### config.mk
export PLATFORM = sky130hd
export DESIGN_NAME = tpmm_cfg
export DESIGN_NICKNAME = d
export VERILOG_FILES = /design/src/rtl/three_phase_minmax_pwm_compare_assert.svh /design/src/rtl/tpmm_pkg.sv /design/src/rtl/tpmm_cfg.sv
export SDC_FILE = /design/constraint.sdc
export NUM_CORES = 1
export LEC_CHECK = 0
export BUFFER_PORTS_ARGS = -buffer_cell sky130_fd_sc_hd__buf_2
export CAP_MARGIN = 5
export CORE_MARGIN = 3
export CORE_UTILIZATION = 40
export CTS_BUF_LIST = sky130_fd_sc_hd__clkbuf_16
export DETAILED_ROUTE_END_ITERATION = 16
export SETUP_SLACK_MARGIN = 0.05
export SKIP_CTS_REPAIR_TIMING = 1
export SYNTH_ARGS = -nofsm -noshare
export SYNTH_HDL_FRONTEND = slang
export SYNTH_SLANG_ARGS = --single-unit
### constraint.sdc
create_clock -name clk -period 2.7 [get_ports clk]
set_clock_uncertainty 0.2 [all_clocks]
set_input_delay 0.405 -clock clk [delete_from_list [all_inputs] [get_ports clk]]
set_output_delay 0.405 -clock clk [all_outputs]
set_load 0.05 [all_outputs]
### src/rtl/three_phase_minmax_pwm_compare_assert.svh
// Assertion macros shared by the compare block.
`ifndef THREE_PHASE_MINMAX_PWM_COMPARE_ASSERT_SVH
`define THREE_PHASE_MINMAX_PWM_COMPARE_ASSERT_SVH

// Checks that a consequence holds in the same cycle as its cause.
`define TPMM_ASSERT_NOW(label, ante, cons) \
  label: assert property (@(posedge clk) disable iff (rst) (ante) |-> (cons)) \
    else $error("compare block check failed");

// Checks that a consequence holds in the cycle after its cause.
`define TPMM_ASSERT_NEXT(label, ante, cons) \
  label: assert property (@(posedge clk) disable iff (rst) (ante) |=> (cons)) \
    else $error("compare block check failed");

`endif

### src/rtl/tpmm_pkg.sv
// Shared types and constants for the three-phase compare pipeline.
`timescale 1ns / 1ps
`default_nettype none

package tpmm_pkg;

  localparam int DATA_W    = 16;
  localparam int CFG_IDX_W = 3;
  localparam int QUOT_W    = 17;
  localparam int DIV_STEPS = QUOT_W;
  localparam int DUTY_W    = 19;

  localparam logic [16:0] DUTY_ONE = 17'h10000;

  localparam logic [1:0] OP_SET = 2'd0;
  localparam logic [1:0] OP_OFF = 2'd1;
  localparam logic [1:0] OP_ON  = 2'd2;

  typedef enum logic [CFG_IDX_W-1:0] {
    CFG_BUS_VOLTAGE     = 3'd0,
    CFG_MIN_BUS_VOLTAGE = 3'd1,
    CFG_DUTY_LIMIT      = 3'd2,
    CFG_DUTY_CENTER     = 3'd3,
    CFG_PWM_PERIOD      = 3'd4
  } cfg_reg_t;

  localparam logic [15:0] RESET_BUS_VOLTAGE     = 16'd6144;
  localparam logic [15:0] RESET_MIN_BUS_VOLTAGE = 16'd2560;
  localparam logic [15:0] RESET_DUTY_LIMIT      = 16'd62259;
  localparam logic [15:0] RESET_DUTY_CENTER     = 16'd32768;
  localparam logic [15:0] RESET_PWM_PERIOD      = 16'd4095;

  // Register values as seen by the datapath; divisor is already floored.
  typedef struct packed {
    logic [15:0] divisor;
    logic [15:0] limit;
    logic [15:0] center;
    logic [15:0] period;
  } cfg_t;

  // One phase-triple word as it travels through the divider.
  typedef struct packed {
    logic             off;
    logic [15:0]      mid;
    logic [2:0]       neg;
    logic [2:0]       ovf;
    logic [2:0][1:0]  lo;
    logic [2:0][15:0] rem;
    logic [2:0][16:0] quo;
  } div_t;

endpackage

`default_nettype wire

### src/rtl/tpmm_cfg.sv
// Configuration registers and divisor selection.
`timescale 1ns / 1ps
`default_nettype none

module tpmm_cfg import tpmm_pkg::*; (
  input  wire logic                 clk,
  input  wire logic                 rst,
  input  wire logic                 cfg_write,
  input  wire logic [CFG_IDX_W-1:0] cfg_index,
  input  wire logic [DATA_W-1:0]    cfg_data,
  output cfg_t                      cfg
);

  logic [15:0] bus;
  logic [15:0] min_bus;
  logic [15:0] limit;
  logic [15:0] center;
  logic [15:0] period;
  logic [15:0] divisor;
  logic [15:0] divisor_next;

  always_ff @(posedge clk) begin
    if (rst) begin
      bus     <= RESET_BUS_VOLTAGE;
      min_bus <= RESET_MIN_BUS_VOLTAGE;
      limit   <= RESET_DUTY_LIMIT;
      center  <= RESET_DUTY_CENTER;
      period  <= RESET_PWM_PERIOD;
    end else if (cfg_write) begin
      unique case (cfg_reg_t'(cfg_index))
        CFG_BUS_VOLTAGE:     bus     <= cfg_data;
        CFG_MIN_BUS_VOLTAGE: min_bus <= cfg_data;
        CFG_DUTY_LIMIT:      limit   <= cfg_data;
        CFG_DUTY_CENTER:     center  <= cfg_data;
        CFG_PWM_PERIOD:      period  <= cfg_data;
        default: ;
      endcase
    end
  end

  // The larger of the two voltages, never zero.
  always_comb begin
    divisor_next = (bus > min_bus) ? bus : min_bus;
    if (divisor_next == '0) begin
      divisor_next = 16'd1;
    end
  end

  // The bus reset value is the larger of the two reset values.
  always_ff @(posedge clk) begin
    if (rst) begin
      divisor <= RESET_BUS_VOLTAGE;
    end else begin
      divisor <= divisor_next;
    end
  end

  assign cfg.divisor = divisor;
  assign cfg.limit   = limit;
  assign cfg.center  = center;
  assign cfg.period  = period;

endmodule

`default_nettype wire

Word-level counts from Yosys, hierarchy flattened --
Index checks and enable logic that the tools add are counted.
Cells by class: equality and inequality tests 4, order comparisons 1, reductions and logical operators 8, mux-type cells 2
Operator list (number):
- $gt 16x16->1 | 1
- $logic_not 16->1 | 1
- $mux 16 | 1
- $mux 13 | 1
- $reduce_and 2->1 | 5
- $eq 3x2->1 const B | 2
- $eq 3x1->1 const B | 1
- $eq 3x3->1 const B | 1
- $logic_not 3->1 | 1
- $reduce_or 2->1 | 1
Word-level totals: output and inout port bits 64, register bits 96, input port bits 22, logic and storage cells 22

Longest topological paths before layout --
depth in word-level cells 4, depth in mapped cells 9, gate-level depth less buffers 7

Least setup slack after synthesis --
Ideal clock, no wire load.
path type register to register, from reg min_bus[15], to reg divisor[10], period minus slack after synthesis 2.339 ns, data required time 2.362 ns, setup time 0.138 ns, slack 0.361 ns, path buffers 1, arrival time 2.001 ns, stages on the path, launching flop included 9, cells stage by stage dfxtp_1 > inv_1 > ha_1 > nand4_1 > or2_1 > a211o_1 > clkbuf_1 > a41oi_1 > a211oi_2
On the way: cells in the longest elaborated chain, start to end 4
Ends and longest elaborated chain:
- start, declared | RTL line tpmm_cfg.sv:15 | logic [15:0] min_bus;
- start signal, assigned | RTL line tpmm_cfg.sv:32 | CFG_MIN_BUS_VOLTAGE: min_bus <= cfg_data;
- $gt 16x16->1 | RTL line tpmm_cfg.sv:43 | divisor_next = (bus > min_bus) ? bus : min_bus;
- $mux 16 * | RTL line tpmm_cfg.sv:43
- $logic_not 16->1 | RTL line tpmm_cfg.sv:44 | if (divisor_next == '0) begin
- $reduce_or 2->1 (no source line)
- end signal, assigned | RTL line tpmm_cfg.sv:54 | divisor <= divisor_next;
- end, declared | RTL line tpmm_cfg.sv:19 | logic [15:0] divisor;
Every way passes the cells marked *; elsewhere a longest branch is shown, timed or not. A chain may end at the register's enable or synchronous reset.

Worst setup path after layout --
from reg min_bus[9], to reg divisor[9]
The elaborated chain is that of the path after synthesis.

==> metrics.md <==
| Metric | Value |
|---|---|
| Fin cells | `734` |
| Die height | `roughly 110 um` |
| Cell area power density | `a little over 600 mW/mm^2` |
| Pins Over Slew Limit | `0` |
| Worst EP required | `around 2.8 ns` |
| Static leakage | `about 2.1 nW` |
| YS warnings | `0` |
| H-tree depth | `3` |
| Routability cong. | `0.880` |
| Yosys cell types | `between 40 and 50` |
| N_diodes | `0` |
| Top_reg_cell synth | `dfxtp_1` |
| Arr. time, crit path | `between 2 and 3 ns` |
| Crit Path Class | `flop to flop` |
| Final WS setup | `0.159 ns` |
| Post-synth EDFFs | `0` |
| Vias | `about 4000` |
| Drt via density | `roughly 5.4` |
| Sequence of cells on the critical path | `inv_1 -> ha_1 -> nand4_1 -> or4_4 -> buf_4 -> nor2_2 -> a41oi_1 -> a211oi_2` |
| Period minus WS final | `~2.5 ns` |
| Layout Nets | `roughly 630` |
| I/O pin count | `86` |
| Most frequent cells in the layout | `nand2_1, dfxtp_1, buf_2` |
| CTS max path bufs | `2` |
| Placed Area | `between 0.004 and 0.005 mm^2` |
| Period utilization | `0.941` |
| Die area | `0.0118 mm^2` |
| Final setup fails | `0` |
| Initial Utilization | `0.422` |
| Initial antenna violation count | `0` |
| DRT Pass-1 Iters | `7` |
| Busiest layer in global routing | `met2` |
| M3 GR Usage | `0.0420` |
| DP HPWL | `between 8000 and 9000 um` |
| Dpl cells | `between 700 and 800` |
| Row Count | `36` |
| Area growth from synthesis to layout | `25.3%` |
| Worst skew pair latency | `between 0.3 and 0.4 ns` |
| CTS root buffer | `clkbuf_16` |
| Total GRT Usage | `0.205` |
| Final setup TNS | `0 ns` |
| Core footprint | `0.0100 mm^2` |
| CTS sink cnt | `96` |
| Pin count of the biggest net entering global routing | `53` |
| VDD IR-drop max | `around 350 uV` |
| RSZ-0062 raised after global routing | `true` |
| Synth Cell Area | `approximately 0.0042 mm^2` |
| Routing usage on met2 | `0.311` |
| Fmax | `around 390 MHz` |
| Met1 usage | `0.293` |
| DR iter-0 viols | `about 160` |
| DR WL/cell | `16.2 um` |
| Syn_area_per_cell | `between 8 and 9 um^2` |
| CP Capture Type | `flop` |
| Util after Layout | `0.528` |
| Number of global-route vias before repair | `~3700` |
| Worst-Margin Slew | `just over 0.9 ns` |
| Share of cells above drive strength 1 | `0.273` |
| Port Buffer Count | `85` |
| P_int | `around 2.3 mW` |
| Post-Place Worst Slack | `~0.047 ns` |
| Hold/Removal Path Class | `input port to flop` |
| Inserted Clock Buffers | `9` |
| TritonCTS clock tree | `done` |
| Residual DRC | `0` |
| Async S/R FF share, synth | `0` |
| Final ANT Viol Nets | `0` |
| Clk slew on worst S/H paths | `~0.070 ns` |
| Synth Instances | `around 500` |
| Net Switching | `0.891 mW` |
| Final Hold Vio Count | `0` |
| Slowest stage cell, crit path | `or4_4` |
| Relative slew slack | `0.381` |
| Combinational Power Share | `0.121` |
| Clock share of power | `0.417` |
| CP peak stage delay | `0.65 ns` |
| First-pass GRT wire length | `approximately 19000 um` |
| Max Cap Viol | `0` |
| Die width | `109 um` |
| Post-synthesis sequential area ratio | `0.456` |
| DRT Wirelength | `around 12000 um` |
| Post-Syn Nets | `537` |
| Outcome | `finished clean` |
| Sequential power share | `0.462` |
| Final instance area | `roughly 0.0053 mm^2` |
| Grt total ovfl | `0` |
| Sw Share | `0.279` |
| Flops & latches, synth | `96` |
| Commonest non-fill, non-tap cell in the layout | `nand2_1` |
| Startpoint types | `flop` |
| Crit Path Max Fanout | `11` |
==> metal layers <==
metal | vias to the layer above | wire [um]
met5 | - | 0
met4 | 0 | 150
met3 | 15 | 841
met2 | 152 | 5200
met1 | 1876 | 5720
li1 | 1946 | -
==> state kept, by name, summed over array words and instances, names as in the netlist <==
signal and flops:
min_bus 16, center 16, bus 16, divisor 16
limit 16, period 16
==> per-stage QoR <==
step / hold WS [ns] / power (mW)
floorplan: 0.249 / 1.76
global route: 0.127 / 3.32
finish: 0.122 / 3.20
CTS: 0.101 / 3.21
global placement: 0.240 / 1.88
detailed placement: 0.249 / 1.88
==> logic make-up after synthesis <==
| group | Yosys count | synth area share |
|---|---|---|
| AND/OR/NAND/NOR | 207 | 0.212 |
| AO/OA/AOI/OAI | 114 | 0.196 |
| flip-flops | 96 | 0.456 |
| buffers and inverters | 50 | 0.0513 |
| multiplexers | 16 | 0.0380 |
| adder cells (fa/ha/maj) | 16 | 0.0475 |
==> critical path: cells and delay by family, from the launching register on <==
kind | cells | cell delay (ns)
adders and majority gates | 1 | 0.31
AOI/OAI and AO/OA | 2 | 0.32
DFF | 1 | 0.35
buffers and inverters | 2 | 0.31
and+or+nand+nor | 3 | 0.97
==> cells in the mapped netlist (5+ instances only) <==
library cell,count,share of area
o211ai_1,5,0.0089
nand3_1,17,0.020
nor2_2,5,0.0074
a211oi_2,10,0.030
nor4_1,9,0.013
nor2_1,17,0.015
a41oi_1,13,0.027
inv_1,17,0.015
clkbuf_1,27,0.024
nand2_1,143,0.13
ha_1,16,0.047
mux2i_1,16,0.038
o311ai_0,13,0.027
a21oi_1,55,0.065
dfxtp_1,96,0.46
==> final timing paths <==
| kind | start | to | slack (ns) | cells past startpoint |
|---|---|---|---|---|
| hold / removal | rst | min_bus[15] | 0.12 | 2 |
| setup reg to reg | min_bus[9] | divisor[9] | 0.16 | 8 |
| hold reg to reg | period[14] | period[14] | 0.26 | 2 |
| setup / recovery | min_bus[9] | divisor[9] | 0.16 | 8 |
==> power by group through the flow <==
stage / sequential [mW] / combinational [mW] / clock, mW
finish: 1.47 / 0.387 / 1.33
global route: 1.48 / 0.419 / 1.42
CTS: 1.47 / 0.376 / 1.36
detailed placement: 1.51 / 0.375 / 0
global placement: 1.51 / 0.369 / 0
floorplan: 1.60 / 0.155 / 0
==> layout make-up <==
type	instances	area (um^2)
fill	982	4720
multi-input combinational	353	2130
sequential	96	1930
timing repair buffer	119	686
clock buffer	9	225
tap	133	166
clock inverter	7	88.8
inverter	17	63.8
(Power assumes the default switching activity.)
