### config.mk
export PLATFORM = sky130hd
export DESIGN_NAME = tpmm_div
export DESIGN_NICKNAME = d
export VERILOG_FILES = /design/src/rtl/three_phase_minmax_pwm_compare_assert.svh /design/src/rtl/tpmm_pkg.sv /design/src/rtl/tpmm_div.sv
export SDC_FILE = /design/constraint.sdc
export NUM_CORES = 2
export LEC_CHECK = 0
export ABC_AREA = 1
export BUFFER_PORTS_ARGS = -buffer_cell sky130_fd_sc_hd__clkbuf_2
export CAP_MARGIN = 20
export CORE_ASPECT_RATIO = 1.5
export CORE_MARGIN = 8
export CORE_UTILIZATION = 50
export CTS_CLUSTER_SIZE = 25
export DETAILED_ROUTE_END_ITERATION = 10
export PLACE_DENSITY = 0.68
export SYNTH_ARGS = -nofsm -noshare
export SYNTH_HDL_FRONTEND = slang
export SYNTH_SLANG_ARGS = --single-unit
### constraint.sdc
create_clock -name clk -period 27.5 [get_ports clk]
set_input_delay 2.75 -clock clk [delete_from_list [all_inputs] [get_ports clk]]
set_output_delay 2.75 -clock clk [all_outputs]
set_load 0.03 [all_outputs]
### src/rtl/three_phase_minmax_pwm_compare_assert.svh
// Assertion macros shared by the compare block.
`ifndef THREE_PHASE_MINMAX_PWM_COMPARE_ASSERT_SVH
`define THREE_PHASE_MINMAX_PWM_COMPARE_ASSERT_SVH

// Checks that a consequence holds in the same cycle as its cause.
`define TPMM_ASSERT_NOW(label, ante, cons) \
  label: assert property (@(posedge clk) disable iff (rst) (ante) |-> (cons)) \
    else $error("compare block check failed");

// Checks that a consequence holds in the cycle after its cause.
`define TPMM_ASSERT_NEXT(label, ante, cons) \
  label: assert property (@(posedge clk) disable iff (rst) (ante) |=> (cons)) \
    else $error("compare block check failed");

`endif

### src/rtl/tpmm_pkg.sv
// Shared types and constants for the three-phase compare pipeline.
`timescale 1ns / 1ps
`default_nettype none

package tpmm_pkg;

  localparam int DATA_W    = 16;
  localparam int CFG_IDX_W = 3;
  localparam int QUOT_W    = 17;
  localparam int DIV_STEPS = QUOT_W;
  localparam int DUTY_W    = 19;

  localparam logic [16:0] DUTY_ONE = 17'h10000;

  localparam logic [1:0] OP_SET = 2'd0;
  localparam logic [1:0] OP_OFF = 2'd1;
  localparam logic [1:0] OP_ON  = 2'd2;

  typedef enum logic [CFG_IDX_W-1:0] {
    CFG_BUS_VOLTAGE     = 3'd0,
    CFG_MIN_BUS_VOLTAGE = 3'd1,
    CFG_DUTY_LIMIT      = 3'd2,
    CFG_DUTY_CENTER     = 3'd3,
    CFG_PWM_PERIOD      = 3'd4
  } cfg_reg_t;

  localparam logic [15:0] RESET_BUS_VOLTAGE     = 16'd6144;
  localparam logic [15:0] RESET_MIN_BUS_VOLTAGE = 16'd2560;
  localparam logic [15:0] RESET_DUTY_LIMIT      = 16'd62259;
  localparam logic [15:0] RESET_DUTY_CENTER     = 16'd32768;
  localparam logic [15:0] RESET_PWM_PERIOD      = 16'd4095;

  // Register values as seen by the datapath; divisor is already floored.
  typedef struct packed {
    logic [15:0] divisor;
    logic [15:0] limit;
    logic [15:0] center;
    logic [15:0] period;
  } cfg_t;

  // One phase-triple word as it travels through the divider.
  typedef struct packed {
    logic             off;
    logic [15:0]      mid;
    logic [2:0]       neg;
    logic [2:0]       ovf;
    logic [2:0][1:0]  lo;
    logic [2:0][15:0] rem;
    logic [2:0][16:0] quo;
  } div_t;

endpackage

`default_nettype wire

### src/rtl/tpmm_div.sv
// Restoring divider, one quotient bit per stage for all three phases.
`timescale 1ns / 1ps
`default_nettype none

module tpmm_div import tpmm_pkg::*; (
  input  wire logic        clk,
  input  wire logic        rst,
  input  wire logic        i_valid,
  input  wire div_t        i_data,
  output logic             i_en,
  input  wire logic [15:0] divisor,
  input  wire logic        nxt_en,
  output logic             o_valid,
  output div_t             o_data
);

  // The dividend is the magnitude times 2^15: its two low bits come in
  // first, then zeros.
  function automatic div_t div_step(div_t a, logic [15:0] d, logic [4:0] step);
    div_t        r;
    logic        b;
    logic [16:0] t;
    logic [16:0] diff;
    r = a;
    for (int i = 0; i < 3; i++) begin
      if (step == 5'd0) begin
        b = a.lo[i][1];
      end else if (step == 5'd1) begin
        b = a.lo[i][0];
      end else begin
        b = 1'b0;
      end
      t    = {a.rem[i], b};
      diff = t - {1'b0, d};
      if (t >= {1'b0, d}) begin
        r.rem[i] = diff[15:0];
        r.quo[i] = {a.quo[i][15:0], 1'b1};
      end else begin
        r.rem[i] = t[15:0];
        r.quo[i] = {a.quo[i][15:0], 1'b0};
      end
    end
    return r;
  endfunction

  logic [DIV_STEPS:0]   en_chain;
  logic [DIV_STEPS-1:0] vld;
  div_t                 st [DIV_STEPS];

  assign en_chain[DIV_STEPS] = nxt_en;

  for (genvar k = 0; k < DIV_STEPS; k++) begin : g_step
    logic prev_valid;
    div_t prev_data;

    if (k == 0) begin : g_first
      assign prev_valid = i_valid;
      assign prev_data  = i_data;
    end else begin : g_rest
      assign prev_valid = vld[k-1];
      assign prev_data  = st[k-1];
    end

    assign en_chain[k] = !vld[k] || en_chain[k+1];

    always_ff @(posedge clk) begin
      if (rst) begin
        vld[k] <= 1'b0;
      end else if (en_chain[k]) begin
        vld[k] <= prev_valid;
      end
    end

    always_ff @(posedge clk) begin
      if (en_chain[k]) begin
        st[k] <= div_step(prev_data, divisor, 5'(k));
      end
    end
  end

  assign i_en    = en_chain[0];
  assign o_valid = vld[DIV_STEPS-1];
  assign o_data  = st[DIV_STEPS-1];

endmodule

`default_nettype wire

-- Yosys cells after proc, flatten, opt, wreduce, memory -nomap -nowiden
Memories as Yosys holds them, arrays and structs flattened.
Cells that the tools add are included.
- $add $sub $neg: 51
- multiply operators: 0
- div/mod/pow operators: 0
- $lt $le $gt $ge: 51
- eq/ne operators: 0
- shift-type cells: 0
- multiplexer cells: 259
- bitwise logic cells: 0
- reduce and logical (&&, ||, !) cells: 34
- operators with widths (operator ; number):
    16-bit two-way mux ; 102
    17-bit by 16-bit >= comparator with 1-bit output ; 51
    17-bit two-way mux ; 51
    16-bit subtractor ; 51
    1-bit two-way mux ; 106
    1-bit zero test ; 17
    1-bit logical OR ; 17
- register bits: 17
- bits in latches: 0
- RAM bits: 2176
- memory bits (read-only): 0
- input bits: 148
- output and inout bits: 130
- word-level logic and storage cells: 413
- memories kept: 1
- memories (memory ; depth ; width ; read ports ; clocked after Yosys merged registers in ; wr ports ; line ; RTL):
    st ; 17 ; 128 ; 17 ; 0 ; 17 ; tpmm_div.sv:48 ; div_t st [DIV_STEPS];

-- Depth between registers and ports, before layout
- depth in word-level cells: 22
- mapped depth: 15
- gate-level depth less buffers: 15

-- Worst setup path after synthesis
No wires, ideal clock.
- path type: input port to output port
- start: input port nxt_en
- end: output port i_en
- arrival time: 14622 ps
- required time: 24750 ps
- path slack: 10128 ps
- cell stages on the path: 10
- path buffers: 0
- cells stage by stage: inv_1 -> nand3_2 -> nor2_2 -> nand4_2 -> nor2_2 -> nand4_2 -> nor2_2 -> nand4_2 -> nor2_2 -> nand3_1
- longest elaborated chain between the ends: 17
- ends and longest elaborated chain (what ; line ; RTL):
    from (decl) ; tpmm_div.sv:12 ; input wire logic nxt_en,
    1-bit logical OR (2 in series) ; tpmm_div.sv:64 ; assign en_chain[k] = !vld[k] || en_chain[k+1];
    named net en_chain[15] ; tpmm_div.sv:46 ; logic [DIV_STEPS:0] en_chain;
    1-bit logical OR (4 in series) ; tpmm_div.sv:64 ;
    named net en_chain[11] ; tpmm_div.sv:46 ;
    1-bit logical OR (4 in series) ; tpmm_div.sv:64 ;
    named net en_chain[7] ; tpmm_div.sv:46 ;
    1-bit logical OR (4 in series) ; tpmm_div.sv:64 ;
    named net en_chain[3] ; tpmm_div.sv:46 ;
    1-bit logical OR (3 in series) ; tpmm_div.sv:64 ;
    to (decl) ; tpmm_div.sv:10 ; output logic i_en,
The timed path passes the listed nets, and every way through them passes these cells.

-- Final worst setup path
Ends and elaborated chain as after synthesis.

==> impl_metrics.tcl <==
set metrics [dict create \
    start_util_pct 50.1 \
    arrival_ns 7.48 \
    drc 0 \
    pre_cts_ws_ns 17.09 \
    layout-drive-gt1-share_pct 14.7 \
    design.core.area_sq_mm 0.197 \
    path_class "input pin to output port" \
    numCtsBuffers 172 \
    clkSlewWorstSetupHoldPaths_ns 0.06 \
    startpoint_type "input pin" \
    drt_iter0_drc 2979 \
    synth_area_leaders "edfxtp_1 54%, ha_1 10%, nand2_1 6.7%" \
    cp_top_family "simple AND/OR/NAND/NOR gates" \
    dpl-instance-area_sq_mm 0.103 \
    critPathMostFrequentCell "nor2_2" \
    cp_slowest_stage_delay_ns 0.66 \
    grt_max_degree 87 \
    worst_slew_pin_slew_ns 1.18 \
    layout_setup_ws_ns 17.27 \
    postCtsSetupBuffers 0 \
    fin_crit_sh_pct 37.2 \
    synth.distinct_cells 42 \
    syn-instance-count 8774 \
    finalSetupTns_ns 0 \
    synth.largest_area_cell "edfxtp_1" \
    fmax_mhz 97.7 \
    clockRootBuffer "clkbuf_16" \
    antenna_found_initial 6 \
    wl_per_cell_um 16.7 \
    power.density_mw_per_mm2 123 \
    clock_skew_ns 0.0467 \
    setup-violations-final 0 \
    clk_latency_ns 0.83 \
    overflow 0 \
    hpwl_mm 148 \
    hold_viol 0 \
    grt.total_usage_pct 18.5 \
    fin_area_sq_mm 0.109 \
    synth_top_area_share_pct 53.7 \
    path_cells "clkbuf_2 -> inv_1 -> nand3_4 -> nor2_2 -> nand4_4 -> buf_4 -> nor2_2 -> nand4_4 -> nor2_2 -> nand4_4 -> buf_4 -> nor2_2 -> nand3_4 -> clkbuf_2" \
    drtPass1Iterations 6 \
    cp_slowest_cell "nand4_4" \
    holdWs_ns 0.378 \
    cp-end-kind "output port" \
    port_buffers 226 \
    cts_tree "done" \
    crit_buf_inv 5 \
    synth_seq_area_share_pct 54.1 \
    synth-main-ff-cell "edfxtp_1" \
    routabilityCongestion 0.928 \
    viasPerCell 5.32 \
    grt_pass1_vias 65081 \
    drv_slew 0 \
    vias 63217 \
    relSlewSlack_pct 20.2 \
    holdBufCountCts 0 \
    htree_levels 4 \
    fin_cells 11882 \
    outcome "completed" \
    synth_edf_count 1768 \
    dieArea_sq_mm 0.212 \
    ys_seq_elements 1785 \
    synth-async-reset-ratio_pct 0 \
    n_fill_cell 16265 \
    clock-sinks 1785 \
    rsz0062_at_grt "false" \
    multi_input_area_sq_mm 0.0421 \
    die_h_um 560 \
    synth.top_cells.by_count "1770 x nand2_1, 1768 x edfxtp_1, 816 x ha_1" \
    yosys_warnings 0 \
    area_growth_syn_to_layout_pct 9.83 \
    yosysMostFrequentCell "nand2_1" \
    fp.dieW_um 379 \
    syn_avg_cell_area_sq_um 11.3 \
    rows 200 \
    critPathRequiredTime_ns 24.75 \
    syn_area_sq_mm 0.0988 \
    grt_first_pass_wirelength_mm 319 \
    period_minus_slack_ns 10.23 \
    placed_cells 11562 \
    routed_wl_mm 199 \
    hp-class "register to register" \
    cts-resized-gates 0 \
    seq_area_sq_mm 0.0534 \
    peakVddDrop_uv 66.1 \
    io_pins 278 \
    antenna_left 0 \
    cap_violations 0 \
    synth_nets 9789 \
    cp_max_fo 56 \
    clk_path_buf_depth 3 \
    final_nets 10125 \
    power_leakage_nw 44.5 \
]
==> path summary, 6_finish.rpt <==
kind / slack, ns / start / to / cells after the start
setup / recovery: 17.27 / nxt_en / i_en / 14
hold reg to reg: 0.38 / st[0][913] / st[0][1042] / 0
setup reg to reg: 21.89 / o_valid / st[0][74] / 12
hold / removal: 0.38 / st[0][913] / st[0][1042] / 0
==> flip-flops by register name, summed over array words and instances (netlist names) <==
register and cells:
st 1768, o_valid 1, g_step.prev_valid 16
==> logic make-up (layout without fill, tap and decap cells) <==
group           after synthesis  after routing  share of synthesized area, %
buf+inv                     649           1129                          3.35
simple gates               2940           2940                          12.9
fa+ha+maj                   867            867                          11.4
flops                      1785           1785                          54.1
compound gates             1908           1908                          12.8
other cells                   0              2                             0
xor+xnor                    625            625                          5.54
==> cell usage in the layout, fill, tap and decap left out, types with 174 or more instances in the layout <==
| cell type | n |
|---|---|
| xor2_1 | 307 |
| xnor2_1 | 318 |
| ha_1 | 816 |
| nor2_1 | 532 |
| inv_1 | 462 |
| clkbuf_16 | 174 |
| nand2_1 | 1765 |
| a21oi_1 | 704 |
| nand3_1 | 282 |
| clkbuf_2 | 224 |
| o21ai_0 | 320 |
| o21ai_2 | 487 |
| edfxtp_1 | 1768 |
==> per-layer routing <==
metal	share of wire, %	GRT usage (%)
met1	39	19.9
met2	53	34.8
met3	3.4	2.61
met4	5.3	9.08
met5	0	0
==> layout make-up <==
class,instances,share of cell area [%]
multi-input combinational,6340,38.8
clock buffer,221,4.27
antenna,2,0.00461
tap,2626,3.03
clock inverter,97,1.22
sequential,1785,49.2
timing repair buffer,281,1.43
inverter,530,1.98
==> stage by stage <==
step	utilization, %	power (W)
detailed placement	52.0	0.0109
floorplan	-	0.00983
global placement	52.0	0.0107
global route	55.0	0.0143
finish	55.0	0.0133
CTS	55.0	0.0134
==> power by group <==
group / switching (W) / internal (W)
Sequential: 0.000429 / 0.00436
Combinational: 0.00362 / 0.00244
Clock: 0.00104 / 0.00141
No activity file was read; power rests on OpenSTA's default activity.
