File: src/rtl/three_phase_minmax_pwm_compare_assert.svh
// Assertion macros shared by the compare block.
`ifndef THREE_PHASE_MINMAX_PWM_COMPARE_ASSERT_SVH
`define THREE_PHASE_MINMAX_PWM_COMPARE_ASSERT_SVH

// Checks that a consequence holds in the same cycle as its cause.
`define TPMM_ASSERT_NOW(label, ante, cons) \
  label: assert property (@(posedge clk) disable iff (rst) (ante) |-> (cons)) \
    else $error("compare block check failed");

// Checks that a consequence holds in the cycle after its cause.
`define TPMM_ASSERT_NEXT(label, ante, cons) \
  label: assert property (@(posedge clk) disable iff (rst) (ante) |=> (cons)) \
    else $error("compare block check failed");

`endif

File: src/rtl/tpmm_pkg.sv
// Shared types and constants for the three-phase compare pipeline.
`timescale 1ns / 1ps
`default_nettype none

package tpmm_pkg;

  localparam int DATA_W    = 16;
  localparam int CFG_IDX_W = 3;
  localparam int QUOT_W    = 17;
  localparam int DIV_STEPS = QUOT_W;
  localparam int DUTY_W    = 19;

  localparam logic [16:0] DUTY_ONE = 17'h10000;

  localparam logic [1:0] OP_SET = 2'd0;
  localparam logic [1:0] OP_OFF = 2'd1;
  localparam logic [1:0] OP_ON  = 2'd2;

  typedef enum logic [CFG_IDX_W-1:0] {
    CFG_BUS_VOLTAGE     = 3'd0,
    CFG_MIN_BUS_VOLTAGE = 3'd1,
    CFG_DUTY_LIMIT      = 3'd2,
    CFG_DUTY_CENTER     = 3'd3,
    CFG_PWM_PERIOD      = 3'd4
  } cfg_reg_t;

  localparam logic [15:0] RESET_BUS_VOLTAGE     = 16'd6144;
  localparam logic [15:0] RESET_MIN_BUS_VOLTAGE = 16'd2560;
  localparam logic [15:0] RESET_DUTY_LIMIT      = 16'd62259;
  localparam logic [15:0] RESET_DUTY_CENTER     = 16'd32768;
  localparam logic [15:0] RESET_PWM_PERIOD      = 16'd4095;

  // Register values as seen by the datapath; divisor is already floored.
  typedef struct packed {
    logic [15:0] divisor;
    logic [15:0] limit;
    logic [15:0] center;
    logic [15:0] period;
  } cfg_t;

  // One phase-triple word as it travels through the divider.
  typedef struct packed {
    logic             off;
    logic [15:0]      mid;
    logic [2:0]       neg;
    logic [2:0]       ovf;
    logic [2:0][1:0]  lo;
    logic [2:0][15:0] rem;
    logic [2:0][16:0] quo;
  } div_t;

endpackage

`default_nettype wire

File: src/rtl/tpmm_back.sv
// Output stages: duty sum, clamp, period scaling and the output register.
`timescale 1ns / 1ps
`default_nettype none

module tpmm_back import tpmm_pkg::*; (
  input  wire logic  clk,
  input  wire logic  rst,
  input  wire logic  i_valid,
  input  wire div_t  i_data,
  output logic       i_en,
  input  wire cfg_t  cfg,
  input  wire logic  out_stall,
  output logic       out_valid,
  output logic [15:0] compare_u,
  output logic [15:0] compare_v,
  output logic [15:0] compare_w,
  output logic signed [15:0] mid_voltage
);

  logic en1, en2, en3, en4;
  logic v1, v2, v3, v4;

  logic                     off1, off2, off3;
  logic [15:0]              mid1, mid2, mid3;
  logic signed [DUTY_W-1:0] duty1 [3];
  logic [16:0]              rest2 [3];
  logic [32:0]              prod3 [3];
  logic [15:0]              cmp4  [3];
  logic [15:0]              mid4;

  logic signed [DUTY_W-1:0] duty_next [3];
  logic [16:0]              rest_next [3];
  logic [16:0]              lower;

  assign en4  = !v4 || !out_stall;
  assign en3  = !v3 || en4;
  assign en2  = !v2 || en3;
  assign en1  = !v1 || en2;
  assign i_en = en1;

  // A flagged quotient saturates; it lands on a clamp either way.
  always_comb begin
    logic [16:0]              qs;
    logic signed [DUTY_W-1:0] sq;
    for (int i = 0; i < 3; i++) begin
      qs = i_data.ovf[i] ? '1 : i_data.quo[i];
      sq = i_data.neg[i] ? -$signed({2'b00, qs}) : $signed({2'b00, qs});
      duty_next[i] = $signed({3'b000, cfg.center}) + sq;
    end
  end

  // The lower clamp is tested first, which matters when the limits cross.
  always_comb begin
    logic [16:0] cl;
    lower = DUTY_ONE - {1'b0, cfg.limit};
    for (int i = 0; i < 3; i++) begin
      if (duty1[i] < $signed({2'b00, lower})) begin
        cl = lower;
      end else if (duty1[i] > $signed({3'b000, cfg.limit})) begin
        cl = {1'b0, cfg.limit};
      end else begin
        cl = duty1[i][16:0];
      end
      rest_next[i] = DUTY_ONE - cl;
    end
  end

  always_ff @(posedge clk) begin
    if (rst) begin
      v1 <= 1'b0;
      v2 <= 1'b0;
      v3 <= 1'b0;
      v4 <= 1'b0;
    end else begin
      if (en1) begin
        v1 <= i_valid;
      end
      if (en2) begin
        v2 <= v1;
      end
      if (en3) begin
        v3 <= v2;
      end
      if (en4) begin
        v4 <= v3;
      end
    end
  end

  always_ff @(posedge clk) begin
    if (en1) begin
      off1 <= i_data.off;
      mid1 <= i_data.mid;
      for (int i = 0; i < 3; i++) begin
        duty1[i] <= duty_next[i];
      end
    end
    if (en2) begin
      off2 <= off1;
      mid2 <= mid1;
      for (int i = 0; i < 3; i++) begin
        rest2[i] <= rest_next[i];
      end
    end
    if (en3) begin
      off3 <= off2;
      mid3 <= mid2;
      for (int i = 0; i < 3; i++) begin
        prod3[i] <= 33'(rest2[i]) * 33'(cfg.period);
      end
    end
    if (en4) begin
      mid4 <= mid3;
      for (int i = 0; i < 3; i++) begin
        cmp4[i] <= off3 ? '0 : prod3[i][31:16];
      end
    end
  end

  assign out_valid   = v4;
  assign compare_u   = cmp4[0];
  assign compare_v   = cmp4[1];
  assign compare_w   = cmp4[2];
  assign mid_voltage = $signed(mid4);

endmodule

`default_nettype wire
File: config.mk
export PLATFORM = sky130hd
export DESIGN_NAME = tpmm_back
export DESIGN_NICKNAME = d
export VERILOG_FILES = /design/src/rtl/three_phase_minmax_pwm_compare_assert.svh /design/src/rtl/tpmm_pkg.sv /design/src/rtl/tpmm_back.sv
export SDC_FILE = /design/constraint.sdc
export NUM_CORES = 2
export LEC_CHECK = 0
export BUFFER_PORTS_ARGS = -buffer_cell sky130_fd_sc_hd__buf_2
export CAP_MARGIN = 40
export CORE_AREA = 2 2 281 311
export DETAILED_ROUTE_END_ITERATION = 12
export DIE_AREA = 0 0 283 313
export PLACE_DENSITY_LB_ADDON = 0.3
export SLEW_MARGIN = 20
export SYNTH_ARGS = -nofsm -noshare
export SYNTH_HDL_FRONTEND = slang
export SYNTH_SLANG_ARGS = --single-unit
File: constraint.sdc
create_clock -name clk -period 7.8 [get_ports clk]
set_input_delay 0.39 -clock clk [delete_from_list [all_inputs] [get_ports clk]]
set_output_delay 0.39 -clock clk [all_outputs]
set_load 0.1 [all_outputs]
* Word-level counts from Yosys, hierarchy flattened *
Memories as Yosys holds them, arrays and structs flattened.
Cells that the tools add are included.

storage, ports and cells
  output and inout bits = 66
  word-level logic and storage cells = 66
  input port bits = 196
  bits in writable memories = 255
  memories = 4
  register bits after elaboration = 71

memories
  memory  words  width  read ports  clocked after memory_dff  write ports  line             source
  prod3   3      33     3           0                         3            tpmm_back.sv:27  logic [32:0] prod3 [3];
  duty1   3      19     3           0                         3            tpmm_back.sv:25  logic signed [DUTY_W-1:0] duty1 [3];
  rest2   3      17     3           0                         3            tpmm_back.sv:26  logic [16:0] rest2 [3];
  cmp4    3      16     3           0                         3            tpmm_back.sv:28  logic [15:0] cmp4 [3];

cells by class
  reduce and logical (&&, ||, !) cells = 9
  mux-type cells = 23
  $lt $le $gt $ge = 6
  multiply operators = 3
  add/subtract/negate cells = 10

operator list
  kind                                                count
  2-to-1 mux 17 bit                                   9
  multiplier 17 x 16 -> 33 bit                        3
  adder 17 x 19 -> 19 bit                             3
  > comparator 19 x 17 -> 1 bit                       3
  less-than comparator 19 x 18 -> 1 bit               3
  2-to-1 mux 19 bit                                   3
  negator 17 -> 19 bit                                3
  subtractor 17 bit, first input constant             3
  2-to-1 mux 16 bit                                   3
  subtractor 17 x 16 -> 17 bit, first input constant  1
  2-to-1 mux 1 bit                                    8
  zero test 1 bit                                     5
  logical OR 1 bit                                    4

* Depth between registers and ports, before layout *
  depth in word-level cells = 7
  mapped depth = 26
  mapped depth without buffers = 25

* Worst setup path before layout *
No wires, ideal clock.

  kind = input to register
  from = input cfg[1] (netlist bit)
  to = memory prod3[2][26], in the netlist prod3[0][92], data pin
  buffers on the path = 2
  stages = 24
  setup slack = 1234 ps
  arrival time = 6308 ps
  data required time = 7542 ps
  library setup time = 258 ps
  cell sequence = clkbuf_1 clkbuf_1 nand2_1 fa_1 fa_1 fa_1 inv_1 fa_1 fa_1 inv_1 fa_1 inv_1 ha_1 a2111oi_0 nand2_1 a31oi_1 nor4_1 a31oi_1 o22ai_1 a31o_2 a21oi_1 o21bai_1 a21oi_1 xnor2_1

RTL lines
  element          line             source
  start, declared  tpmm_back.sv:11  input wire cfg_t cfg,
  end, declared    tpmm_back.sv:27

==> flow_metrics.py <==
metrics = {
    "run_status": {
        "outcome": "finished, final reports clean",
    },
    "routing": {
        "routedWlPerCell_um": 18.1,
        "wl_um": 102000,
        "ant_nets": 0,
        "drc": 0,
        "dr.first_iter.drc_count": 1610,
        "vias": 30400,
        "viasPerCell": 5.35,
        "first_pass_iters": 5,
    },
    "finish": {
        "final_net_count": 5757,
        "multi_input_area_um2": 29900,
        "area_growth_pct": 9.15,
        "drive_gt1_share_pct": 8.30,
        "ff_latch_area_um2": 8220,
        "fillerInstances": 7704,
        "final_cells": 5672,
    },
    "global_route": {
        "grt_pass1_wl_um": 167000,
        "grtUsageTotal_pct": 23.7,
        "grt_max_degree": 59,
        "antenna_found_initial": 10,
        "gr-total-overflow": 0,
        "grt_pass1_vias": 31400,
    },
    "sta": {
        "final.setup.tns_ps": 0,
        "period_share_pct": 94.2,
        "slew_violations": 0,
        "hold_violations": 0,
        "worstMarginPinSlew_ps": 898,
        "max_freq_mhz": 136,
        "setup_viol_count_final": 0,
        "max_slew_margin_pct": 40.2,
        "min_period_ps": 7340,
        "clock-skew-final_ps": 17.6,
        "rsz0062_at_grt": "no",
    },
    "worst_setup_path": {
        "crit_chain": "and2_1 > fa_1 > inv_1 > fa_1 > fa_1 > inv_1 > fa_1 > fa_1 > inv_1 > fa_1 > inv_1 > ha_1 > a2111oi_0 > nand2_1 > a31oi_1 > nor4_1 > clkdlybuf4s15_2 > a31oi_1 > o22ai_1 > a31o_2 > a21oi_1 > o21bai_1 > a21oi_1 > xnor2_1",
        "slowest_stage": "edfxtp_1",
        "slowest_delay_ps": 720,
        "critPathMaxFanout": 16,
        "worstPathArrival_ps": 7730,
        "crit_path_end_kind": "register",
        "crit_family": "adder cells",
        "critPathBufInv": 5,
        "cp-startpoint": "rest2[0][45]",
        "worstReg2RegStart": "rest2[0][45]",
        "criticalPathCategory": "reg2reg",
        "cpMostUsedCell": "fa_1",
        "start_kind": "register",
        "cp_data_required_time_ps": 8180,
    },
    "floorplan": {
        "die_h_um": 313,
        "die_w_um": 283,
        "core-area_um2": 85500,
        "io_pins": 262,
        "dieArea_um2": 88600,
        "start_util_pct": 48.7,
        "num_rows": 113,
    },
    "logic_synthesis": {
        "syn_avg_cell_area_um2": 9.57,
        "yosysTopAreaCellShare_pct": 29.9,
        "synthXorXnorAreaFrac_pct": 3.64,
        "synth.area.mux_share_pct": 0.968,
        "netlist_instances": 4351,
        "synth_compound_area_share_pct": 7.17,
        "synth_flop_cell": "edfxtp_1",
        "synth_top_family_by_area": "adder cells",
        "seq_area_frac_synth_pct": 19.7,
        "ys_ff_latch": 275,
        "synth.most_common_cell": "inv_1",
        "synth_edf_count": 271,
        "synth_simple_gate_area_share_pct": 16.8,
        "yosysTopAreaCell": "fa_1",
        "synthTopCellsByArea": "fa_1 30%, edfxtp_1 20%, ha_1 13%",
        "synth_fp_nets": 5613,
        "synth.cell_area_um2": 41600,
        "yosys-top-cells-count": "747 x inv_1, 621 x fa_1, 563 x nand2_1",
        "ys_warn_count": 0,
        "synthArstFlopShare_pct": 0,
        "synthAdderAreaFrac_pct": 43.2,
        "synth_cell_type_count": 82,
    },
    "clock_network": {
        "root_buffer": "clkbuf_16",
        "postCtsSetupBuffers": 0,
        "cts_tree": "built",
        "clock_path_buffers": 3,
        "ctsResizeCount": 0,
        "clock_sinks": 275,
        "path_clk_slew_ps": 60,
        "clk_latency_ps": 620,
        "cts_max_level": 1,
        "hold_buffers": 19,
        "cts_buffers": 31,
    },
    "placed_design": {
        "dpl.cell_count": 5591,
        "gp_congestion": 1.01,
        "portBuffers": 191,
        "dp_hpwl_um": 82300,
    },
    "flow_run": {
        "cap_violations": 0,
    },
    "min_path": {
        "hp-start": "out_stall",
        "hold_path_class": "in2reg",
    },
}
[path summary, 6_finish.rpt]
path                                endpoint  slack, ps  depth (start not counted)
worst max-delay path            prod3[0][92]        460                         24
worst min-delay path               out_valid         60                          3
worst max register to register  prod3[0][92]        460                         24
worst min register to register          off2        410                          0
[cells in the final DEF (no fill, tap or decap), types with 123 or more instances in the layout]
master	netlist	final
edfxtp_1	271	271
a21oi_1	137	137
fa_1	621	621
and2_1	371	371
xnor2_1	123	123
inv_1	747	746
nor2_1	174	174
ha_1	445	445
nand2_1	563	561
buf_2	3	191
[metrics by stage]
| step | hold WS (ps) | setup WS [ps] | instance area (um^2) | util, % |
|---|---|---|---|---|
| floorplan | 400 | 1230 | 41600 | - |
| global placement | 400 | 472 | 44000 | 51.4 |
| detailed placement | 405 | 286 | 44100 | 51.6 |
| CTS | 21.1 | 412 | 45400 | 53.1 |
| global route | 49.2 | 34.8 | 45400 | 53.1 |
| finish | 61.2 | 456 | 45400 | 53.1 |
[layout make-up]
class                   count  share of cell area (%)
diodes                      4                  0.0220
clock buffers              38                    1.85
clock inverters            18                   0.581
inverters                 748                    6.18
multi-input cells        3148                    65.9
flip-flops and latches    275                    18.1
well taps                1150                    3.17
repair buffers            291                    4.23
[logic make-up (layout without fill, tap and decap cells)]
group                    count (synthesis)  count (layout)
AO/OA/AOI/OAI                          455             455
AND/OR/NAND/NOR                       1415            1415
flip-flops                             275             275
adder cells (fa/ha/maj)               1066            1066
multiplexers                            39              39
other                                    0               4
buffers and inverters                  928            1095
XOR/XNOR                               173             173
[worst reg2reg max path: cells and delay by family (launching register included)]
family	cells	cell delay, ps
xor+xnor	1	80
buf+inv	5	490
fa+ha+maj	7	3260
flops	1	720
compound gates	8	2030
simple gates	3	540
[layer usage]
metal	global-route usage, %	vias to the layer above	share of wire (%)
met5	0	-	0.044
met4	9.50	8	4.5
met3	4.04	238	6.4
met2	41.3	882	49
met1	29.2	15000	40
li1	-	14200	-
[state kept, by name, indices dropped and copies added (netlist names), 16 cells and up]
signal / flops
mid3: 16
mid1: 16
cmp4: 48
rest2: 51
mid_voltage: 16
mid2: 16
duty1: 57
prod3: 48
Power is left out: the tool's default activity adds up to more than one toggle a clock period on the data nets, which glitch-free logic cannot reach.
