==> config.mk <==
export PLATFORM = sky130hd
export DESIGN_NAME = tpmm_front
export DESIGN_NICKNAME = d
export VERILOG_FILES = /design/src/rtl/three_phase_minmax_pwm_compare_assert.svh /design/src/rtl/tpmm_pkg.sv /design/src/rtl/tpmm_front.sv
export SDC_FILE = /design/constraint.sdc
export NUM_CORES = 1
export LEC_CHECK = 0
export BUFFER_PORTS_ARGS = -buffer_cell sky130_fd_sc_hd__buf_2
export CAP_MARGIN = 5
export CORE_MARGIN = 2
export CORE_UTILIZATION = 45
export CTS_CLUSTER_DIAMETER = 40
export DETAILED_ROUTE_END_ITERATION = 10
export PLACE_DENSITY = 0.72
export SYNTH_ARGS = -nofsm -noshare
export SYNTH_HDL_FRONTEND = slang
export SYNTH_SLANG_ARGS = --single-unit
==> constraint.sdc <==
create_clock -name clk -period 6.2 [get_ports clk]
set_clock_uncertainty 0.1 [all_clocks]
set_input_delay 0.31 -clock clk [delete_from_list [all_inputs] [get_ports clk]]
set_output_delay 0.31 -clock clk [all_outputs]
set_load 0.005 [all_outputs]
==> src/rtl/three_phase_minmax_pwm_compare_assert.svh <==
// Assertion macros shared by the compare block.
`ifndef THREE_PHASE_MINMAX_PWM_COMPARE_ASSERT_SVH
`define THREE_PHASE_MINMAX_PWM_COMPARE_ASSERT_SVH

// Checks that a consequence holds in the same cycle as its cause.
`define TPMM_ASSERT_NOW(label, ante, cons) \
  label: assert property (@(posedge clk) disable iff (rst) (ante) |-> (cons)) \
    else $error("compare block check failed");

// Checks that a consequence holds in the cycle after its cause.
`define TPMM_ASSERT_NEXT(label, ante, cons) \
  label: assert property (@(posedge clk) disable iff (rst) (ante) |=> (cons)) \
    else $error("compare block check failed");

`endif

==> src/rtl/tpmm_pkg.sv <==
// Shared types and constants for the three-phase compare pipeline.
`timescale 1ns / 1ps
`default_nettype none

package tpmm_pkg;

  localparam int DATA_W    = 16;
  localparam int CFG_IDX_W = 3;
  localparam int QUOT_W    = 17;
  localparam int DIV_STEPS = QUOT_W;
  localparam int DUTY_W    = 19;

  localparam logic [16:0] DUTY_ONE = 17'h10000;

  localparam logic [1:0] OP_SET = 2'd0;
  localparam logic [1:0] OP_OFF = 2'd1;
  localparam logic [1:0] OP_ON  = 2'd2;

  typedef enum logic [CFG_IDX_W-1:0] {
    CFG_BUS_VOLTAGE     = 3'd0,
    CFG_MIN_BUS_VOLTAGE = 3'd1,
    CFG_DUTY_LIMIT      = 3'd2,
    CFG_DUTY_CENTER     = 3'd3,
    CFG_PWM_PERIOD      = 3'd4
  } cfg_reg_t;

  localparam logic [15:0] RESET_BUS_VOLTAGE     = 16'd6144;
  localparam logic [15:0] RESET_MIN_BUS_VOLTAGE = 16'd2560;
  localparam logic [15:0] RESET_DUTY_LIMIT      = 16'd62259;
  localparam logic [15:0] RESET_DUTY_CENTER     = 16'd32768;
  localparam logic [15:0] RESET_PWM_PERIOD      = 16'd4095;

  // Register values as seen by the datapath; divisor is already floored.
  typedef struct packed {
    logic [15:0] divisor;
    logic [15:0] limit;
    logic [15:0] center;
    logic [15:0] period;
  } cfg_t;

  // One phase-triple word as it travels through the divider.
  typedef struct packed {
    logic             off;
    logic [15:0]      mid;
    logic [2:0]       neg;
    logic [2:0]       ovf;
    logic [2:0][1:0]  lo;
    logic [2:0][15:0] rem;
    logic [2:0][16:0] quo;
  } div_t;

endpackage

`default_nettype wire

==> src/rtl/tpmm_front.sv <==
// Input stages: max and min search, centered differences and magnitudes.
`timescale 1ns / 1ps
`default_nettype none

module tpmm_front import tpmm_pkg::*; (
  input  wire logic               clk,
  input  wire logic               rst,
  input  wire logic               in_valid,
  output logic                    in_stall,
  input  wire logic [1:0]         op,
  input  wire logic signed [15:0] volt_u,
  input  wire logic signed [15:0] volt_v,
  input  wire logic signed [15:0] volt_w,
  input  wire cfg_t               cfg,
  input  wire logic               nxt_en,
  output logic                    o_valid,
  output div_t                    o_data
);

  logic               en1, en2, en3;
  logic               v1, v2, v3;

  // Stage 1: registered inputs plus extremes.
  logic               off1, on1;
  logic signed [15:0] x1 [3];
  logic signed [15:0] mx1, mn1;
  logic signed [15:0] mx_uv, mn_uv, mx_next, mn_next;

  // Stage 2: centered differences in half-LSB units.
  logic               off2;
  logic [15:0]        mid2;
  logic signed [17:0] n2 [3];
  logic signed [16:0] sum1;
  logic signed [17:0] n_next [3];
  logic [15:0]        mid_next;

  // Stage 3: sign, magnitude and divider seed.
  div_t               st3;
  div_t               st3_next;

  assign en3      = !v3 || nxt_en;
  assign en2      = !v2 || en3;
  assign en1      = !v1 || en2;
  assign in_stall = !en1;

  always_comb begin
    mx_uv   = (volt_u > volt_v) ? volt_u : volt_v;
    mn_uv   = (volt_u < volt_v) ? volt_u : volt_v;
    mx_next = (mx_uv > volt_w) ? mx_uv : volt_w;
    mn_next = (mn_uv < volt_w) ? mn_uv : volt_w;
  end

  always_ff @(posedge clk) begin
    if (rst) begin
      v1 <= 1'b0;
    end else if (en1) begin
      v1 <= in_valid;
    end
  end

  always_ff @(posedge clk) begin
    if (en1) begin
      off1  <= (op != OP_SET) && (op != OP_ON);
      on1   <= (op == OP_ON);
      x1[0] <= volt_u;
      x1[1] <= volt_v;
      x1[2] <= volt_w;
      mx1   <= mx_next;
      mn1   <= mn_next;
    end
  end

  // Power on forces every difference to zero so the duty is the center.
  always_comb begin
    sum1 = $signed({mx1[15], mx1}) + $signed({mn1[15], mn1});
    for (int i = 0; i < 3; i++) begin
      n_next[i] = on1 ? '0 : ($signed({x1[i][15], x1[i], 1'b0}) - $signed({sum1[16], sum1}));
    end
    if (off1) begin
      mid_next = '0;
    end else if (on1) begin
      mid_next = {8'd0, cfg.center[15:8]};
    end else begin
      mid_next = sum1[16:1];
    end
  end

  always_ff @(posedge clk) begin
    if (rst) begin
      v2 <= 1'b0;
    end else if (en2) begin
      v2 <= v1;
    end
  end

  always_ff @(posedge clk) begin
    if (en2) begin
      off2 <= off1;
      mid2 <= mid_next;
      for (int i = 0; i < 3; i++) begin
        n2[i] <= n_next[i];
      end
    end
  end

  // The magnitude never exceeds the max-min spread, so 16 bits hold it.
  // A quotient of 2^17 or more is flagged and saturated later.
  always_comb begin
    logic signed [17:0] neg_n;
    logic [15:0]        mag;
    st3_next     = '0;
    st3_next.off = off2;
    st3_next.mid = mid2;
    for (int i = 0; i < 3; i++) begin
      neg_n              = -n2[i];
      mag                = n2[i][17] ? neg_n[15:0] : n2[i][15:0];
      st3_next.neg[i]    = n2[i][17];
      st3_next.ovf[i]    = ({2'b00, mag} >= {cfg.divisor, 2'b00});
      st3_next.lo[i]     = mag[1:0];
      st3_next.rem[i]    = {2'b00, mag[15:2]};
      st3_next.quo[i]    = '0;
    end
  end

  always_ff @(posedge clk) begin
    if (rst) begin
      v3 <= 1'b0;
    end else if (en3) begin
      v3 <= v2;
    end
  end

  always_ff @(posedge clk) begin
    if (en3) begin
      st3 <= st3_next;
    end
  end

  assign o_valid = v3;
  assign o_data  = st3;

endmodule

`default_nettype wire

Word level (Yosys, flattened, before mapping) --
Memory sizes are Yosys's and may differ from the RTL's. Index checks and enable logic that the tools add are counted.
Storage, ports and cells: flip-flop bits (word level) 125, memory bits (writable) 102, output and inout bits 130, memories kept 2
Cells by class: $add $sub $neg 7, $lt $le $gt $ge 7, equal/unequal tests 2, multiplexer cells 15, reductions and logical operators 10
Memory list:
- n2 | words 3, width 18, rd ports 3, clocked after Yosys merged registers in 0, write ports 3, RTL line tpmm_front.sv:32 | logic signed [17:0] n2 [3];
- x1 | words 3, width 16, rd ports 3, clocked after Yosys merged registers in 0, write ports 3, RTL line tpmm_front.sv:25 | logic signed [15:0] x1 [3];
Operators with widths (number):
- $mux 16 | 7
- $ge 16x18->1 | 3
- $mux 18 | 3
- $sub 17x17->18 | 3
- $neg 16->16 | 3
- $gt 16x16->1 | 2
- $lt 16x16->1 | 2
- $add 16x16->17 | 1
- $mux 8 | 1
- $logic_not 1->1 | 4
- $mux 1 | 4
- $logic_or 1x1->1 | 3
- $eq 2x2->1 const B | 1
- $ne 2x2->1 const B | 1
- $reduce_bool 2->1 | 1
- $reduce_or 2->1 | 1
- $logic_and 1x1->1 | 1

Logic depth before layout (Yosys ltp) --
Gate-level depths: netlist of the first run.
depth in word-level cells 6, gate-level depth with buffers 20, mapped depth without buffers 16

Worst setup path before layout of the first run --
OpenSTA, ideal clock, no wires.
path type input port to flip-flop, start input port volt_v[13], end register mx1[10] (data pin), library setup time 0.260 ns, arrival time 4.392 ns, setup slack 1.448 ns, stages on the path 16, cells stage by stage inv_1 > ha_1 > a21o_1 > a21oi_1 > o221ai_1 > or4_1 > buf_2 > a2bb2oi_2 > buf_6 > mux2_1 > ha_1 > a2111oi_0 > a21oi_1 > o21ai_1 > clkbuf_1 > mux2_2
On the way: word-level cells in the longest chain between the ends 4
Ends and longest elaborated chain:
- start, declared | RTL line tpmm_front.sv:12 | input wire logic signed [15:0] volt_v,
- $gt 16x16->1 | RTL line tpmm_front.sv:47 | mx_uv = (volt_u > volt_v) ? volt_u : volt_v;
- $mux 16 (*) | RTL line tpmm_front.sv:47
- $gt 16x16->1 | RTL line tpmm_front.sv:49 | mx_next = (mx_uv > volt_w) ? mx_uv : volt_w;
- $mux 16 (*) | RTL line tpmm_front.sv:49
- net mx_next[10] | RTL line tpmm_front.sv:27 | logic signed [15:0] mx_uv, mn_uv, mx_next, mn_next;
- end signal, assigned | RTL line tpmm_front.sv:68 | mx1 <= mx_next;
- end, declared | RTL line tpmm_front.sv:26 | logic signed [15:0] mx1, mn1;
The timed path passes the listed nets; every way through them passes the cells marked *. A chain may end at the register's enable or synchronous reset.

Final worst setup path of the first run --
start input port volt_u[13], end register mn1[15] (data pin)
On the way: word-level cells in the longest chain between the ends 4
Ends and longest elaborated chain:
- start, declared | RTL line tpmm_front.sv:11 | input wire logic signed [15:0] volt_u,
- $lt 16x16->1 | RTL line tpmm_front.sv:48 | mn_uv = (volt_u < volt_v) ? volt_u : volt_v;
- $mux 16 (*) | RTL line tpmm_front.sv:48
- $lt 16x16->1 | RTL line tpmm_front.sv:50 | mn_next = (mn_uv < volt_w) ? mn_uv : volt_w;
- $mux 16 (*) | RTL line tpmm_front.sv:50
- net mn_next[15] | RTL line tpmm_front.sv:27
- end signal, assigned | RTL line tpmm_front.sv:69 | mn1 <= mn_next;
- end, declared | RTL line tpmm_front.sv:26
Marks and branches as above.

==> flow_summary.yaml, run 1 <==
outcome:
  run_status: "finished clean"
detailed_routing:
  via_per_inst: 5.32
  routed_wl_mm: 32.4
  drtAntennaViolNets: 0
  first_pass_iters: 5
  wl_per_cell_um: 17.0
  dr_total_vias: 10148
  route.detailed.drc: 0
  drt_iter0_markers: 507
pwr:
  swShare: 0.402
  sequentialPowerShare: 0.292
  p_comb_frac: 0.523
  power.switching_w: 0.00371
  power.static_leakage_nw: 7.35
  clkPwrFrac: 0.184
  power_density_nw_per_um2: 548
  internal_power_w: 0.00551
  peakVddDrop_uv: 310
final_layout:
  multiInputGateArea_sq_um: 7060
  fin_nets: 1762
  num_antenna_cells: 0
  drive_gt1_frac: 0.188
  fin_util: 0.536
  syn_to_final_growth_pct: 17.9
  stdcell_count: 1907
  fill_cells: 2691
  register_area_sq_um: 6580
clocking:
  numCtsBuffers: 31
  clock_sinks: 220
  cts_root_buf: "clkbuf_16"
  cts_setup_buffers: 0
  clock_latency_ps: 570
  cts_tree: "built"
  clk_pin_slew_ps: 60
  cts_buffer_depth: 3
  htreeDepth: 1
grt:
  first_global_vias: 9805
  grt_usage: 0.193
  antenna_found_initial: 0
  grt_max_degree: 83
  grt_pass1_wl_mm: 50.7
  overflow: 0
timing:
  slew_headroom: 0.310
  setup_viol: 0
  rsz0062_at_grt: "no"
  slew_violations: 0
  setup-tns-final_ps: 0
  fin_crit_ps: 5400
  period_share: 0.870
  tightest_slew_ps: 1040
  finalHoldViolCount: 0
  max_freq_mhz: 185
floorplanning:
  die_area_sq_um: 33100
  die_y_um: 182
  initial_utilization: 0.454
  coreArea_sq_um: 31400
  io_pins: 248
  fp-row-count: 65
  dieWidth_um: 182
logic_synthesis:
  synth_cell_types: 67
  syn_area_per_cell_sq_um: 11.3
  synthArstFlopShare: 0
  synth_flop_cell: "edfxtp_1"
  synth-edff-count: 217
  yosysSeqAreaShare: 0.461
  synth_area_sq_um: 14300
  ys_seq_elements: 220
  ys_warn_count: 0
  synth_cells: 1258
setup_path:
  cp_max_fo: 11
  cp-start-kind: "input port"
  cp.required_ps: 6410
  crit_type: "input port to flip-flop"
  crit_arrival_ps: 5610
  end_kind: "flip-flop"
  r2r_slack_ps: 1290
placed_design:
  gp_congestion: 0.882
  portBuffers: 150
  post-dp-hpwl_mm: 24.7
  place_inst: 1794
hold_path:
  min_path_type: "input port to flip-flop"
flow_run:
  maxCapViolCount: 0
## stage by stage
stage               hold WS [ps]  setup slack [ps]  instance area (sq um)  total power (W)
finish                      36.1               805                  16800          0.00921
global route                37.1               467                  16800          0.00994
CTS                         20.5               816                  16800          0.00921
detailed placement           305               778                  15300          0.00746
global placement             304               852                  15300          0.00731
floorplan                    279              1450                  14500          0.00616
## path summary, 6_finish.rpt
path / startpoint / endpoint / cells after the start
hold / removal: nxt_en / o_valid$_SDFFE_PP0P_ / 4
setup reg to reg: mx1[0]$_DFFE_PN_ / n2[0][15]$_SDFFCE_PP0P_ / 16
setup / recovery: volt_u[13] / mn1[15]$_DFFE_PN_ / 19
hold reg to reg: mid2[14]$_SDFFCE_PP0P_ / o_data[125]$_DFFE_PP_ / 0
## metal layers
layer | vias to the layer above | share of wire | GRT usage
met4 | 0 | 0.029 | 0.0661
li1 | 5039 | - | -
met3 | 59 | 0.050 | 0.0239
met5 | - | 0 | 0
met2 | 312 | 0.44 | 0.312
met1 | 4738 | 0.48 | 0.269
## placed cells by master, fill, tap and decap left out, drive strengths merged, types with 26 or more instances in the layout
cell type and n:
edfxtp 217, ha 159, buf 158, inv 95, nor2 69, nand2 68
o21ai 66, mux2 62, a21oi 60, xnor2 59, conb 57, dlygate4sd3 56
nor3 38, clkbuf 34, o21a 27, nor2b 26
## cells in the mapped netlist, types with 20 or more instances
cell type	number	area (sq um)
buf_4	59	443
edfxtp_1	217	6520
nand2_1	68	255
nor2b_1	26	163
mux2_2	39	439
o21ai_0	65	325
nor3_1	38	190
inv_1	82	308
a21o_1	24	180
ha_1	159	1990
nor2_1	69	259
o21a_1	27	203
nand3_1	20	100
xnor2_1	59	517
a21oi_1	59	295
o31ai_1	20	150
## state kept, by name, indices dropped and copies added, names as in the netlist
name and count:
mid2 16, mn1 16, mx1 16, n2 49
o_data 69, o_valid 1, off1 1, off2 1
on1 1, v1 1, v2 1, x1 48
## final cells by class
type | instances | area share
clock buffer | 34 | 0.0468
clock inverter | 23 | 0.0130
inverter | 82 | 0.0183
multi-input combinational | 932 | 0.420
sequential | 220 | 0.391
tap | 402 | 0.0299
timing repair buffer | 214 | 0.0815
## kinds of logic (layout without fill, tap and decap cells)
group / count (synthesis) / count (layout) / share of synthesized area
xor gates and xnor gates: 75 / 75 / 0.0460
and+or+nand+nor: 300 / 300 / 0.105
muxes: 66 / 66 / 0.0565
other: 1 / 57 / 0.000263
buffers and inverters: 162 / 353 / 0.0599
AOI/OAI and AO/OA: 271 / 271 / 0.126
DFF: 220 / 220 / 0.461
adders and majority gates: 163 / 163 / 0.145
## critical path, cell delays in order
cell           delay (ps)
dlygate4sd3_1         540
buf_2                 150
ha_1                  310
a21o_1                180
a21oi_1               170
o221ai_1              230
o31ai_1               610
and2_1                420
buf_4                 290
mux2_4                320
ha_1                  280
a21oi_1               150
nor2b_1                70
o21ai_0               190
a211o_1               170
o221ai_1              230
a31oi_4               310
buf_4                 290
mux2_2                370
## what timing repair did
action                    4_1_cts  5_1_grt
hold buffers                   56        0
gates resized for setup         0        0
hold endpoints to repair       61        0
## power groups by stage
stage | clock [W] | sequential (W) | combinational (W)
2_1_floorplan | 0 | 0.00266 | 0.00349
3_3_place_gp | 0 | 0.00271 | 0.00461
3_5_place_dp | 0 | 0.00272 | 0.00473
4_1_cts | 0.00173 | 0.00270 | 0.00479
5_1_grt | 0.00179 | 0.00276 | 0.00539
6_report | 0.00170 | 0.00270 | 0.00482
Note: power is estimated with default switching activity, not from simulation.
==> run 2, diff against run 1 <==
- CORE_ASPECT_RATIO: not set -> 1.1
==> run 2 against run 1 <==
  * Hold slack got worse by 26 ps
  * Core utilization grew 0.25 points
  * Final cell count rose by 0.58%
==> flow_summary.yaml, run 2 (synthesis gave the netlist of run 1 again) <==
final_layout:
  drive_gt1_frac: 0.186
  final_common_cell: "edfxtp_1"
  stdcell_count: 1918
  num_antenna_cells: 0
  fin_util: 0.538
  fill_cells: 2696
  fin_nets: 1757
  register_area_sq_um: 6580
  multiInputGateArea_sq_um: 7060
  layout_common_cells: "edfxtp_1 (217), ha_1 (159), buf_2 (150), inv_1 (81), nor2_1 (69)"
  largest_reg_flops: 69
  syn_to_final_growth_pct: 18.2
timing:
  max_freq_mhz: 183
  hold_ws_ps: 9.58
  slew_headroom: 0.317
  slew_violations: 0
  finalHoldViolCount: 0
  tightest_slew_ps: 1020
  setup-tns-final_ps: 0
  setup_viol: 0
  fin_crit_ps: 5480
  rsz0062_at_grt: "no"
  period_share: 0.883
clocking:
  clock_sinks: 220
  cts_setup_buffers: 0
  clk_pin_slew_ps: 60
  cts_tree: "built"
  clock_latency_ps: 550
  cts_resized: 0
  cts_buffer_depth: 3
  htreeDepth: 1
  numCtsBuffers: 28
  cts_root_buf: "clkbuf_16"
floorplanning:
  fp-row-count: 68
  dieWidth_um: 174
  die_y_um: 191
  io_pins: 248
  coreArea_sq_um: 31300
  die_area_sq_um: 33100
  initial_utilization: 0.456
pwr:
  peakVddDrop_uv: 259
  power_density_nw_per_um2: 548
  power.static_leakage_nw: 7.36
detailed_routing:
  wl_per_cell_um: 16.5
  drtAntennaViolNets: 0
  via_per_inst: 5.29
  routed_wl_mm: 31.6
  first_pass_iters: 5
  drt_iter0_markers: 717
  dr_total_vias: 10149
  route.detailed.drc: 0
placed_design:
  place_inst: 1811
  post-dp-hpwl_mm: 24.6
  portBuffers: 150
  gp_congestion: 0.903
setup_path:
  crit_start: "volt_u[15]"
  cp_max_fo: 15
  cp-start-kind: "input port"
  crit_type: "input port to flip-flop"
  end_kind: "flip-flop"
  cp.required_ps: 6390
  crit_arrival_ps: 5670
  r2r-start: "mx1[0]$_DFFE_PN_"
grt:
  grt_max_degree: 82
  antenna_found_initial: 0
  grt_pass1_wl_mm: 50.6
  first_global_vias: 9968
  overflow: 0
  grt_usage: 0.189
flow_run:
  maxCapViolCount: 0
outcome:
  run_status: "finished clean"
hold_path:
  min_path_type: "input port to flip-flop"
  worstHoldStart: "op[1]"
[run 2: cell count changes in the layout (fill, tap and decap cells not counted)]
cell	previous run	this run
buf_4	8	7
clkinvlp_4	1	0
clkinv_4	2	1
inv_6	8	3
dlygate4sd3_1	56	55
inv_8	5	3
bufinv_16	1	6
clkinv_1	3	1
clkinv_8	1	3
clkbuf_16	31	28
clkinv_2	2	4
[run 2: path summary, 6_finish.rpt]
check	to	slack [ps]	cells after the start
worst max-delay path	mn1[4]$_DFFE_PN_	720	17
worst min register to register	o_data[118]$_DFFE_PP_	320	0
worst max register to register	n2[0][17]$_SDFFCE_PP0P_	1400	16
worst min-delay path	on1$_DFFE_PN_	10	2
[run 2: timing repair]
item	in CTS	in global routing
endpoints found under the hold margin	57	0
endpoints found under the setup margin	0	0
hold buffers	55	0
[run 2: report_power, final]
group,internal [W],switching (W),total (W)
logic,0.00210,0.00270,0.00480
clock network,0.00110,0.000658,0.00176
registers,0.00241,0.000275,0.00269
total,0.00562,0.00363,0.00924
[run 2: layout make-up]
cell class              instances  share of cell area
clock inverters                21              0.0191
flip-flops and latches        220               0.390
well taps                     420              0.0312
repair buffers                212              0.0803
multi-input cells             932               0.419
clock buffers                  31              0.0422
inverters                      82              0.0183
[run 2: worst max-delay path: stages]
cell	delay [ps]
dlygate4sd3_1	540
buf_2	140
ha_1	350
nand4_1	200
or4_4	600
a21oi_2	160
or4_1	230
and2_1	350
buf_4	290
mux2_4	330
ha_1	300
nand4_1	120
nor3_1	70
o311ai_0	280
o221ai_1	310
a31oi_4	670
mux2_2	410
[run 2: per-layer routing]
metal / share of wire / GRT usage
met5: 0 / 0
met4: 0.036 / 0.0734
met3: 0.050 / 0.0235
met2: 0.46 / 0.316
met1: 0.46 / 0.252
[run 2: metrics by stage]
stage	total power, W	setup slack (ps)	area, sq um
global route	0.00998	374	16900
floorplan	0.00616	1450	14500
CTS	0.00925	712	16900
detailed placement	0.00744	664	15300
finish	0.00924	725	16900
global placement	0.00731	748	15300
